### config.mk
export PLATFORM = sky130hd
export DESIGN_NAME = minmax_normalize_base64_encoder_core
export DESIGN_NICKNAME = d
export VERILOG_FILES = /design/src/rtl/mmb64_pkg.sv /design/src/rtl/mmb64_datapath.sv /design/src/rtl/mmb64_ctrl.sv /design/src/rtl/minmax_normalize_base64_encoder_core.sv
export SDC_FILE = /design/constraint.sdc
export NUM_CORES = 2
export LEC_CHECK = 0
export BUFFER_PORTS_ARGS = -buffer_cell sky130_fd_sc_hd__buf_2
export CORE_MARGIN = 1.5
export CORE_UTILIZATION = 60
export CTS_BUF_LIST = sky130_fd_sc_hd__clkbuf_4
export DETAILED_ROUTE_END_ITERATION = 7
export PLACE_DENSITY_LB_ADDON = 0.12
export SETUP_SLACK_MARGIN = 0.02
export SLEW_MARGIN = 20
export SYNTH_ARGS = -nofsm -noshare
export SYNTH_HDL_FRONTEND = slang
export SYNTH_HIERARCHICAL = 1
export SYNTH_SLANG_ARGS = --single-unit
### constraint.sdc
create_clock -name clk_i -period 7.4 [get_ports clk_i]
set_input_delay 2.22 -clock clk_i [delete_from_list [all_inputs] [get_ports clk_i]]
set_output_delay 2.22 -clock clk_i [all_outputs]
set_load 0.005 [all_outputs]
### src/rtl/mmb64_pkg.sv
package mmb64_pkg;

  localparam int unsigned MaxSamplesDefault = 32;
  localparam int unsigned CountW = 6;

  typedef struct packed {
    logic signed [31:0] sample;
    logic               line_end;
  } in_item_t;

  typedef struct packed {
    logic [7:0] out_byte;
    logic [1:0] byte_kind;
    logic       final_byte;
  } out_item_t;

  localparam logic [1:0] KindCount  = 2'd0;
  localparam logic [1:0] KindLength = 2'd1;
  localparam logic [1:0] KindText   = 2'd2;

  localparam logic [7:0] PadChar = 8'h3D;

  // Controller to datapath commands.
  typedef struct packed {
    logic load;        // store sample, update min/max
    logic clear;       // return line state to reset values
    logic rd_en;       // read sample at rd_addr
    logic div_start;   // begin scaling of the read sample
    logic zero_byte;   // missing sample of a short group
    logic grp_clr;     // clear the group byte registers
  } dp_cmd_t;

  typedef struct packed {
    logic div_done;
  } dp_sts_t;

  function automatic logic [7:0] b64_char(input logic [5:0] idx);
    logic [7:0] c;
    if (idx < 6'd26) begin
      c = 8'h41 + {2'b00, idx};
    end else if (idx < 6'd52) begin
      c = 8'h61 + {2'b00, idx - 6'd26};
    end else if (idx < 6'd62) begin
      c = 8'h30 + {2'b00, idx - 6'd52};
    end else if (idx == 6'd62) begin
      c = 8'h2B;
    end else begin
      c = 8'h2F;
    end
    return c;
  endfunction

endpackage

### src/rtl/mmb64_datapath.sv
module mmb64_datapath
  import mmb64_pkg::*;
#(
  parameter int unsigned MaxSamples = MaxSamplesDefault
) (
  input  logic               clk_i,
  input  logic               rst_ni,
  input  dp_cmd_t            cmd_i,
  input  logic signed [31:0] sample_i,
  input  logic [CountW-1:0]  wr_addr_i,
  input  logic [CountW-1:0]  rd_addr_i,
  input  logic [1:0]         slot_i,
  output dp_sts_t            sts_o,
  output logic [23:0]        group_o
);

  localparam int unsigned AddrW = (MaxSamples > 1) ? $clog2(MaxSamples) : 1;

  logic signed [31:0] mem_q [MaxSamples];
  logic signed [31:0] rd_q;
  logic signed [31:0] min_q, max_q;
  logic [23:0]        grp_q;

  // restoring divider: (off << 8) / range, 9 quotient bits
  logic [32:0] range_w;
  logic [32:0] rem_q;
  logic [32:0] dvs_q;
  logic [8:0]  quo_q;
  logic [3:0]  step_q;
  logic        busy_q, flat_q, done_q;
  logic [33:0] trial;
  logic [7:0]  qbyte;

  assign range_w = 33'(max_q) - 33'(min_q);

  always_ff @(posedge clk_i) begin
    if (cmd_i.load && (wr_addr_i < CountW'(MaxSamples))) begin
      mem_q[wr_addr_i[AddrW-1:0]] <= sample_i;
    end
    if (cmd_i.rd_en) begin
      rd_q <= mem_q[rd_addr_i[AddrW-1:0]];
    end
  end

  always_ff @(posedge clk_i or negedge rst_ni) begin
    if (!rst_ni) begin
      min_q <= 32'sh7FFFFFFF;
      max_q <= 32'sh80000000;
    end else if (cmd_i.clear) begin
      min_q <= 32'sh7FFFFFFF;
      max_q <= 32'sh80000000;
    end else if (cmd_i.load && (wr_addr_i < CountW'(MaxSamples))) begin
      if (sample_i < min_q) min_q <= sample_i;
      if (sample_i > max_q) max_q <= sample_i;
    end
  end

  assign trial = {rem_q, 1'b0} - {1'b0, dvs_q};

  always_ff @(posedge clk_i or negedge rst_ni) begin
    if (!rst_ni) begin
      busy_q <= 1'b0;
      done_q <= 1'b0;
      step_q <= '0;
    end else begin
      done_q <= 1'b0;
      if (cmd_i.div_start) begin
        busy_q <= 1'b1;
        step_q <= '0;
      end else if (busy_q) begin
        step_q <= step_q + 4'd1;
        if (step_q == 4'd8) begin
          busy_q <= 1'b0;
          done_q <= 1'b1;
        end
      end
    end
  end

  // payload side of the divider
  always_ff @(posedge clk_i) begin
    if (cmd_i.div_start) begin
      rem_q  <= 33'(rd_q) - 33'(min_q);
      dvs_q  <= range_w;
      flat_q <= (range_w == '0);
      quo_q  <= '0;
    end else if (busy_q) begin
      // off < range*2 after one shift; off <= range so quotient fits 9 bits
      if (step_q == 4'd0) begin
        // first bit compares off against range without shift
        if ({1'b0, rem_q} >= {1'b0, dvs_q}) begin
          rem_q <= rem_q - dvs_q;
          quo_q <= 9'd1;
        end
      end else if (!trial[33]) begin
        rem_q <= trial[32:0];
        quo_q <= {quo_q[7:0], 1'b1};
      end else begin
        rem_q <= {rem_q[31:0], 1'b0};
        quo_q <= {quo_q[7:0], 1'b0};
      end
    end
  end

  always_comb begin
    if (flat_q) qbyte = 8'h00;
    else if (quo_q[8]) qbyte = 8'hFF;
    else qbyte = quo_q[7:0];
  end

  always_ff @(posedge clk_i) begin
    if (cmd_i.grp_clr) begin
      grp_q <= '0;
    end else if (done_q || cmd_i.zero_byte) begin
      unique case (slot_i)
        2'd0:    grp_q[23:16] <= done_q ? (qbyte ^ 8'h80) : 8'h00;
        2'd1:    grp_q[15:8]  <= done_q ? (qbyte ^ 8'h80) : 8'h00;
        default: grp_q[7:0]   <= done_q ? (qbyte ^ 8'h80) : 8'h00;
      endcase
    end
  end

  assign sts_o.div_done = done_q;
  assign group_o = grp_q;

endmodule

### src/rtl/mmb64_ctrl.sv
module mmb64_ctrl
  import mmb64_pkg::*;
#(
  parameter int unsigned MaxSamples = MaxSamplesDefault
) (
  input  logic              clk_i,
  input  logic              rst_ni,
  input  logic              start_i,
  input  logic              line_end_i,
  input  dp_sts_t           sts_i,
  input  logic [23:0]       group_i,
  output logic              busy_o,
  output dp_cmd_t           cmd_o,
  output logic [CountW-1:0] wr_addr_o,
  output logic [CountW-1:0] rd_addr_o,
  output logic [1:0]        slot_o,
  output logic              valid_o,
  output out_item_t         item_o
);

  typedef enum logic [2:0] {
    StIdle, StCount, StLen, StRead, StDiv, StChar
  } state_e;

  state_e            state_q;
  logic [CountW-1:0] cnt_q, idx_q;
  logic              ovf_q;
  logic [1:0]        slot_q, ch_q;
  logic              valid_q;
  out_item_t         item_q;
  logic [7:0]        len_w;
  logic [CountW-1:0] grp_base;
  logic              has1, has2, last_grp;
  logic [5:0]        cidx;
  logic [7:0]        ch_byte;
  logic              accept;

  assign accept = start_i && (state_q == StIdle);
  assign busy_o = (state_q != StIdle);

  // 4*ceil(n/3) for n <= 63 via small multiply by reciprocal
  always_comb begin
    logic [13:0] t;
    t = (14'(cnt_q) + 14'd2) * 14'd171;
    len_w = 8'({t[13:9], 2'b00});
  end

  // text is emitted after all three slots are read, so idx_q already points
  // at the next group
  assign grp_base = idx_q - CountW'(3);
  assign has1     = (CountW'(grp_base + 1'b1) < cnt_q);
  assign has2     = (CountW'(grp_base + 2'd2) < cnt_q);
  assign last_grp = (CountW'(grp_base + 2'd3) >= cnt_q);

  always_comb begin
    unique case (ch_q)
      2'd0: cidx = group_i[23:18];
      2'd1: cidx = group_i[17:12];
      2'd2: cidx = group_i[11:6];
      default: cidx = group_i[5:0];
    endcase
    ch_byte = b64_char(cidx);
    if ((ch_q == 2'd2) && !has1) ch_byte = PadChar;
    if ((ch_q == 2'd3) && !has2) ch_byte = PadChar;
  end

  always_comb begin
    cmd_o = '0;
    cmd_o.load  = accept;
    cmd_o.clear = (state_q == StChar) && (ch_q == 2'd3) && last_grp;
    if (accept && line_end_i && (ovf_q || (cnt_q >= CountW'(MaxSamples)))) begin
      cmd_o.clear = 1'b1;
    end
    cmd_o.rd_en     = (state_q == StRead) && (idx_q < cnt_q);
    cmd_o.zero_byte = (state_q == StRead) && (idx_q >= cnt_q);
    cmd_o.div_start = (state_q == StDiv) && !valid_q && !sts_i.div_done
                      && (idx_q < cnt_q) && (ch_q == 2'd1);
    cmd_o.grp_clr   = 1'b0;
  end

  assign wr_addr_o = cnt_q;
  assign rd_addr_o = idx_q;
  assign slot_o    = slot_q;
  assign valid_o   = valid_q;
  assign item_o    = item_q;

  // ch_q doubles as a sub-step marker in StDiv: 0 wait read, 1 start, 2 wait done
  always_ff @(posedge clk_i or negedge rst_ni) begin
    if (!rst_ni) begin
      state_q <= StIdle;
      cnt_q   <= '0;
      idx_q   <= '0;
      ovf_q   <= 1'b0;
      slot_q  <= '0;
      ch_q    <= '0;
      valid_q <= 1'b0;
      item_q  <= '0;
    end else begin
      valid_q <= 1'b0;
      unique case (state_q)
        StIdle: begin
          if (accept) begin
            if (cnt_q < CountW'(MaxSamples)) cnt_q <= cnt_q + 1'b1;
            else ovf_q <= 1'b1;
            if (line_end_i) begin
              if (ovf_q || (cnt_q >= CountW'(MaxSamples))) begin
                cnt_q <= '0;
                ovf_q <= 1'b0;
              end else begin
                state_q <= StCount;
              end
            end
          end
        end
        StCount: begin
          valid_q <= 1'b1;
          item_q  <= '{out_byte: 8'(cnt_q), byte_kind: KindCount, final_byte: 1'b0};
          state_q <= StLen;
        end
        StLen: begin
          valid_q <= 1'b1;
          item_q  <= '{out_byte: len_w, byte_kind: KindLength, final_byte: 1'b0};
          idx_q   <= '0;
          slot_q  <= '0;
          state_q <= StRead;
        end
        StRead: begin
          ch_q    <= '0;
          state_q <= StDiv;
        end
        StDiv: begin
          if (idx_q >= cnt_q) begin
            ch_q <= 2'd3;
          end else if (ch_q == 2'd0) begin
            ch_q <= 2'd1;
          end else if (ch_q == 2'd1) begin
            ch_q <= 2'd2;
          end
          if ((idx_q >= cnt_q) || sts_i.div_done) begin
            idx_q <= idx_q + 1'b1;
            ch_q  <= '0;
            if (slot_q == 2'd2) begin
              slot_q  <= '0;
              state_q <= StChar;
            end else begin
              slot_q  <= slot_q + 1'b1;
              state_q <= StRead;
            end
          end
        end
        default: begin
          valid_q <= 1'b1;
          item_q  <= '{out_byte: ch_byte, byte_kind: KindText,
                       final_byte: (ch_q == 2'd3) && last_grp};
          ch_q    <= ch_q + 1'b1;
          if (ch_q == 2'd3) begin
            if (last_grp) begin
              state_q <= StIdle;
              cnt_q   <= '0;
              idx_q   <= '0;
            end else begin
              state_q <= StRead;
            end
          end
        end
      endcase
    end
  end

endmodule

### src/rtl/minmax_normalize_base64_encoder_core.sv
// Channel  | Ports                               | Handshake
// input    | start_i, busy_o, in_item_i          | taken when start_i && !busy_o
// result   | out_valid_o, out_item_o             | each byte valid for one cycle, no stall
//
// A sample without line end is taken while busy_o stays low, as is a line end
// after overflow, which drops the line. On other line ends: count and length
// bytes, then per group of three samples read, start, 9-step restoring divider
// and done per stored sample, or a zero byte per missing one, then 4 text bytes.
// Reset clears the count, min/max and state; the sample store is not cleared.
// The receiver cannot stall; every result is shown for exactly one cycle.
module minmax_normalize_base64_encoder_core
  import mmb64_pkg::*;
#(
  parameter int unsigned MaxSamples = MaxSamplesDefault
) (
  input  logic      clk_i,
  input  logic      rst_ni,
  input  logic      start_i,
  input  in_item_t  in_item_i,
  output logic      busy_o,
  output logic      out_valid_o,
  output out_item_t out_item_o
);

  dp_cmd_t           cmd;
  dp_sts_t           sts;
  logic [CountW-1:0] wr_addr, rd_addr;
  logic [1:0]        slot;
  logic [23:0]       group;

  mmb64_ctrl #(.MaxSamples(MaxSamples)) u_ctrl (
    .clk_i, .rst_ni, .start_i,
    .line_end_i (in_item_i.line_end),
    .sts_i      (sts),
    .group_i    (group),
    .busy_o,
    .cmd_o      (cmd),
    .wr_addr_o  (wr_addr),
    .rd_addr_o  (rd_addr),
    .slot_o     (slot),
    .valid_o    (out_valid_o),
    .item_o     (out_item_o)
  );

  mmb64_datapath #(.MaxSamples(MaxSamples)) u_dp (
    .clk_i, .rst_ni,
    .cmd_i     (cmd),
    .sample_i  (in_item_i.sample),
    .wr_addr_i (wr_addr),
    .rd_addr_i (rd_addr),
    .slot_i    (slot),
    .sts_o     (sts),
    .group_o   (group)
  );

endmodule

==> out/results.tsv <==
stage	metric	value	unit
grt	first-pass GRT wire length	229200	µm
route	routed via count	37360	
synthesis	Synth Warn #	6	
die	die height	319.4	µm
setup_path	reg2reg path depth	16	
hold_path	worst hold path cell count	2	
place	Final GP Congestion	0.9165	
layout	area growth from synthesis to final layout	10.48	%
synthesis	main flop type after synthesis	edfxtp_1	
setup_path	R2R Setup Slk	2100	ps
sta	clock skew	136.4	ps
die	core area	98850	µm²
setup_path	CP Data Arrival Time	6350	ps
sta	RSZ-0062 raised after global routing	false	
route	DRT antenna net count	0	
synthesis	top cells by area, synth	edfxtp_1 (56%), mux4_2 (12%), ha_1 (5.7%)	
setup_path	most used cell, CP	ha_1	
die	initial core utilization	60.78	%
sta	Tmin final	5305	ps
synthesis	Synth Cell Area	60080	µm²
power	switching power of the nets	8453	µW
power	Int Pwr	15320	µW
sta	FMAX	0.1885	GHz
setup_path	Req. time, crit path	8440	ps
grt	vias in the first global route	36540	
layout	fin util	67.14	%
route	Residual DRC	0	
power	Pleak	0.02358	µW
setup_path	r2r startpoint	u_ctrl/wr_addr_o[2]	
setup_path	crit path cell chain	ha_1, nand3_1, xnor2_1, ha_1, ha_1, inv_1, fa_1, inv_1, fa_1, ha_1, nand4_1, o21ai_0, a221oi_1, a221o_1, o311ai_0, o22a_1	
setup_path	CP startpoint kind	flop	
synthesis	Yosys reg bits	1258	
power	sw frac	35.56	%
sta	final hold viol count	0	
route	1st-iter DRT viols	4484	
sta	period utilisation layout	71.68	%
route	final wirelength	152900	µm
sta	Final Max Tran Viols	0	
hold_path	Tightest Hold Check Type	reg2reg	
layout	fin nets	4589	
setup_path	CP max stage cell	dfrtp_1	
die	std cell rows	115	
synthesis	EDFF count, synth	1123	
clock_network	root buffer selected by CTS	clkbuf_4	
route	per-cell routed wire length	26.48	µm
status	outcome	completed	
power	Worst VDD drop	0.0002802	V
synthesis	Post-Synthesis Cells	3959	
clock_network	Post-CTS Resized	0	
setup_path	reg2reg end	u_ctrl/item_o[7]	
setup_path	kind of critical path	reg2reg	
setup_path	CP Capture Type	flop	
clock_network	setup bufs post-CTS	0	
sta	worst-margin pin slew	1221	ps
clock_network	Skew-Pair Late Insertion Delay	1210	ps
synthesis	Synth top area share	56.13	%
grt	GR Overflow Total	0	
die	chip width	319.4	µm
hold_path	WHS Endpoint	u_dp/group_o[7]	
synthesis	Yosys cell types	106	
die	Die Area	102000	µm²
power	clock power share	24.2	%
clock_network	worst-case clock buffer depth	4	
setup_path	Crit Path Max Fanout	16	
sta	slew margin rel.	18.42	%
power	Power Dens Cells	358.1	nW/µm²
route	drt via density	6.471	
clock_network	H-tree lvl count	5	
synthesis	asr flop ratio synth	8.108	%
synthesis	Mapped Nets	4278	
sta	setup tns final	0	ps
place	HPWL after DPL	98640	µm
sta	Setup-failing EPs final	0	
power	power share of the sequential group	37.6	%
place	buffers added on ports	48	
grt	largest net degree at the start of global routing	128	
synthesis	Seq/Total Area, Yosys	61.54	%
clock_network	TritonCTS sink count	1258	
power	Comb pwr share	38.2	%
synthesis	leading area contributor after synthesis	edfxtp_1	
die	I/O Pins	49	
grt	GRT Overall Usage	30.35	%
clock_network	CTS clk-pin slew, worst paths	70	ps
route	Initial DRT Pass Iterations	6	
layout	share of cells above drive strength 1	25.08	%
setup_path	CP peak stage delay	820	ps
clock_network	CTS Buf Count	332	
clock_network	CTS tree	done	
clock_network	cts hold-fix bufs	0	
grt	initial antenna violation count	8	
hold_path	Hold Crit Start	u_dp/group_o[7]	
synthesis	average size of a mapped cell	15.18	µm²
flow_run	Max Cap Viol	0	
how the worst max path moves through the flow:
stage,from,endpoint,slack [ps],depth (start not counted)
after floorplan,u_ctrl/wr_addr_o[3],u_dp/rem_q[0],850,10
after global placement,in_item_i[2],u_dp/max_q[2],1270,13
after detailed placement,in_item_i[2],u_dp/max_q[21],1330,13
after CTS,u_ctrl/wr_addr_o[2],u_ctrl/item_o[7],2180,16
after global routing,u_ctrl/wr_addr_o[2],u_ctrl/item_o[9],1700,17
final,u_ctrl/wr_addr_o[2],u_ctrl/item_o[7],2100,16
final cells by class:
type,count,area (µm²)
fill,6910,32480
antenna,5,12.51
multi-input combinational,2308,21890
clock buffer,472,3543
inverter,221,829.5
tap,1287,1610
clock inverter,74,409.1
sequential,1258,36990
timing repair buffer,149,1089
critical path: cells and delay by family (launching register included):
kind	cells	cell delay (ps)
adders and majority gates	6	2250
AOI/OAI and AO/OA	5	1470
DFF	1	820
xor gates and xnor gates	1	410
and+or+nand+nor	2	220
buffers and inverters	2	100
metrics by stage:
step | std cells | setup WS [ps] | hold WS, ps | total power (µW) | instance area, µm²
5_1_grt | 5770 | 1700 | 487.9 | 25150 | 66360
2_1_floorplan | 3959 | 852.0 | 446.2 | 15500 | 60080
3_5_place_dp | 5220 | 1327 | 468.5 | 18010 | 62350
4_1_cts | 5766 | 2179 | 478.0 | 23800 | 66300
6_report | 5774 | 2095 | 478.1 | 23770 | 66370
3_3_place_gp | 5219 | 1272 | 462.5 | 17880 | 62330
cells in the mapped netlist, drive strengths merged (46+ instances only):
master  count
o21ai     134
dfrtp      70
mux4      320
nand3      54
ha        272
a21o       76
inv       221
nor2      268
nand2b     46
mux2i      67
buf        48
xnor2      94
clkbuf    124
edfxtp   1123
a21oi     208
o31ai      46
nand2     134
registers in the layout (all words and copies together) (netlist names), 2 cells and up:
name	cells
u_dp/dvs_q	33
u_ctrl/ch_q	2
u_ctrl/slot_o	2
u_ctrl/wr_addr_o	6
u_dp/rem_q	33
u_ctrl/state_q	3
u_dp/group_o	24
u_ctrl/rd_addr_o	6
u_dp/rd_q	32
u_dp/min_q	32
u_dp/step_q	4
u_ctrl/item_o	11
u_dp/quo_q	9
u_dp/mem_q	1024
u_dp/max_q	32
layout by cell type (no fill, tap or decap), types with 29 or more instances in the layout:
cell type / netlist / final
edfxtp_1: 1123 / 1123
clkbuf_4: 0 / 472
mux4_2: 320 / 320
ha_1: 272 / 272
nor2_1: 267 / 233
inv_1: 220 / 219
a21oi_1: 204 / 203
nand2_1: 133 / 133
o21ai_0: 129 / 129
buf_4: 4 / 95
xnor2_1: 93 / 93
a21o_1: 75 / 75
mux2i_1: 66 / 66
dfrtp_1: 70 / 65
clkinv_1: 0 / 54
nand3_1: 53 / 53
buf_2: 9 / 47
nand2b_1: 46 / 46
o31ai_1: 44 / 44
xor2_1: 41 / 41
nor3_1: 40 / 40
a211o_1: 39 / 39
nor2_4: 0 / 33
mux2_2: 33 / 33
dfxtp_1: 33 / 33
dfstp_2: 32 / 32
nor2b_1: 31 / 31
nand4_1: 31 / 31
a31oi_1: 29 / 29
cell families (layout without fill, tap and decap cells):
| logic type | count (synthesis) | count (layout) | share of synthesized area, % |
|---|---|---|---|
| xor+xnor | 135 | 135 | 1.981 |
| buf+inv | 393 | 916 | 2.537 |
| simple gates | 711 | 711 | 5.700 |
| compound gates | 758 | 758 | 8.464 |
| mux | 420 | 420 | 13.74 |
| flops | 1258 | 1258 | 61.54 |
| fa+ha+maj | 283 | 283 | 6.031 |
| other cells | 1 | 6 | 0.006242 |
routing by layer:
layer	wire [µm]	vias up	share of wire, %	track usage, %
met5	42	-	0.027	0
met4	3907	6	2.6	9.492
met3	14970	279	9.8	5.946
met2	70230	1921	46	45.77
met1	63740	18730	42	45.13
li1	-	16430	-	-
power by group through the flow:
stage                     logic (µW)  registers, µW  clock network [µW]
after floorplan                 6710           8780                   0
after global placement          8830           9050                   0
after detailed placement        8950           9060                   0
after CTS                       9000           8910                5880
after global routing            9930           8970                6240
final                           9080           8930                5760
Note: power is estimated with default switching activity, not from simulation.
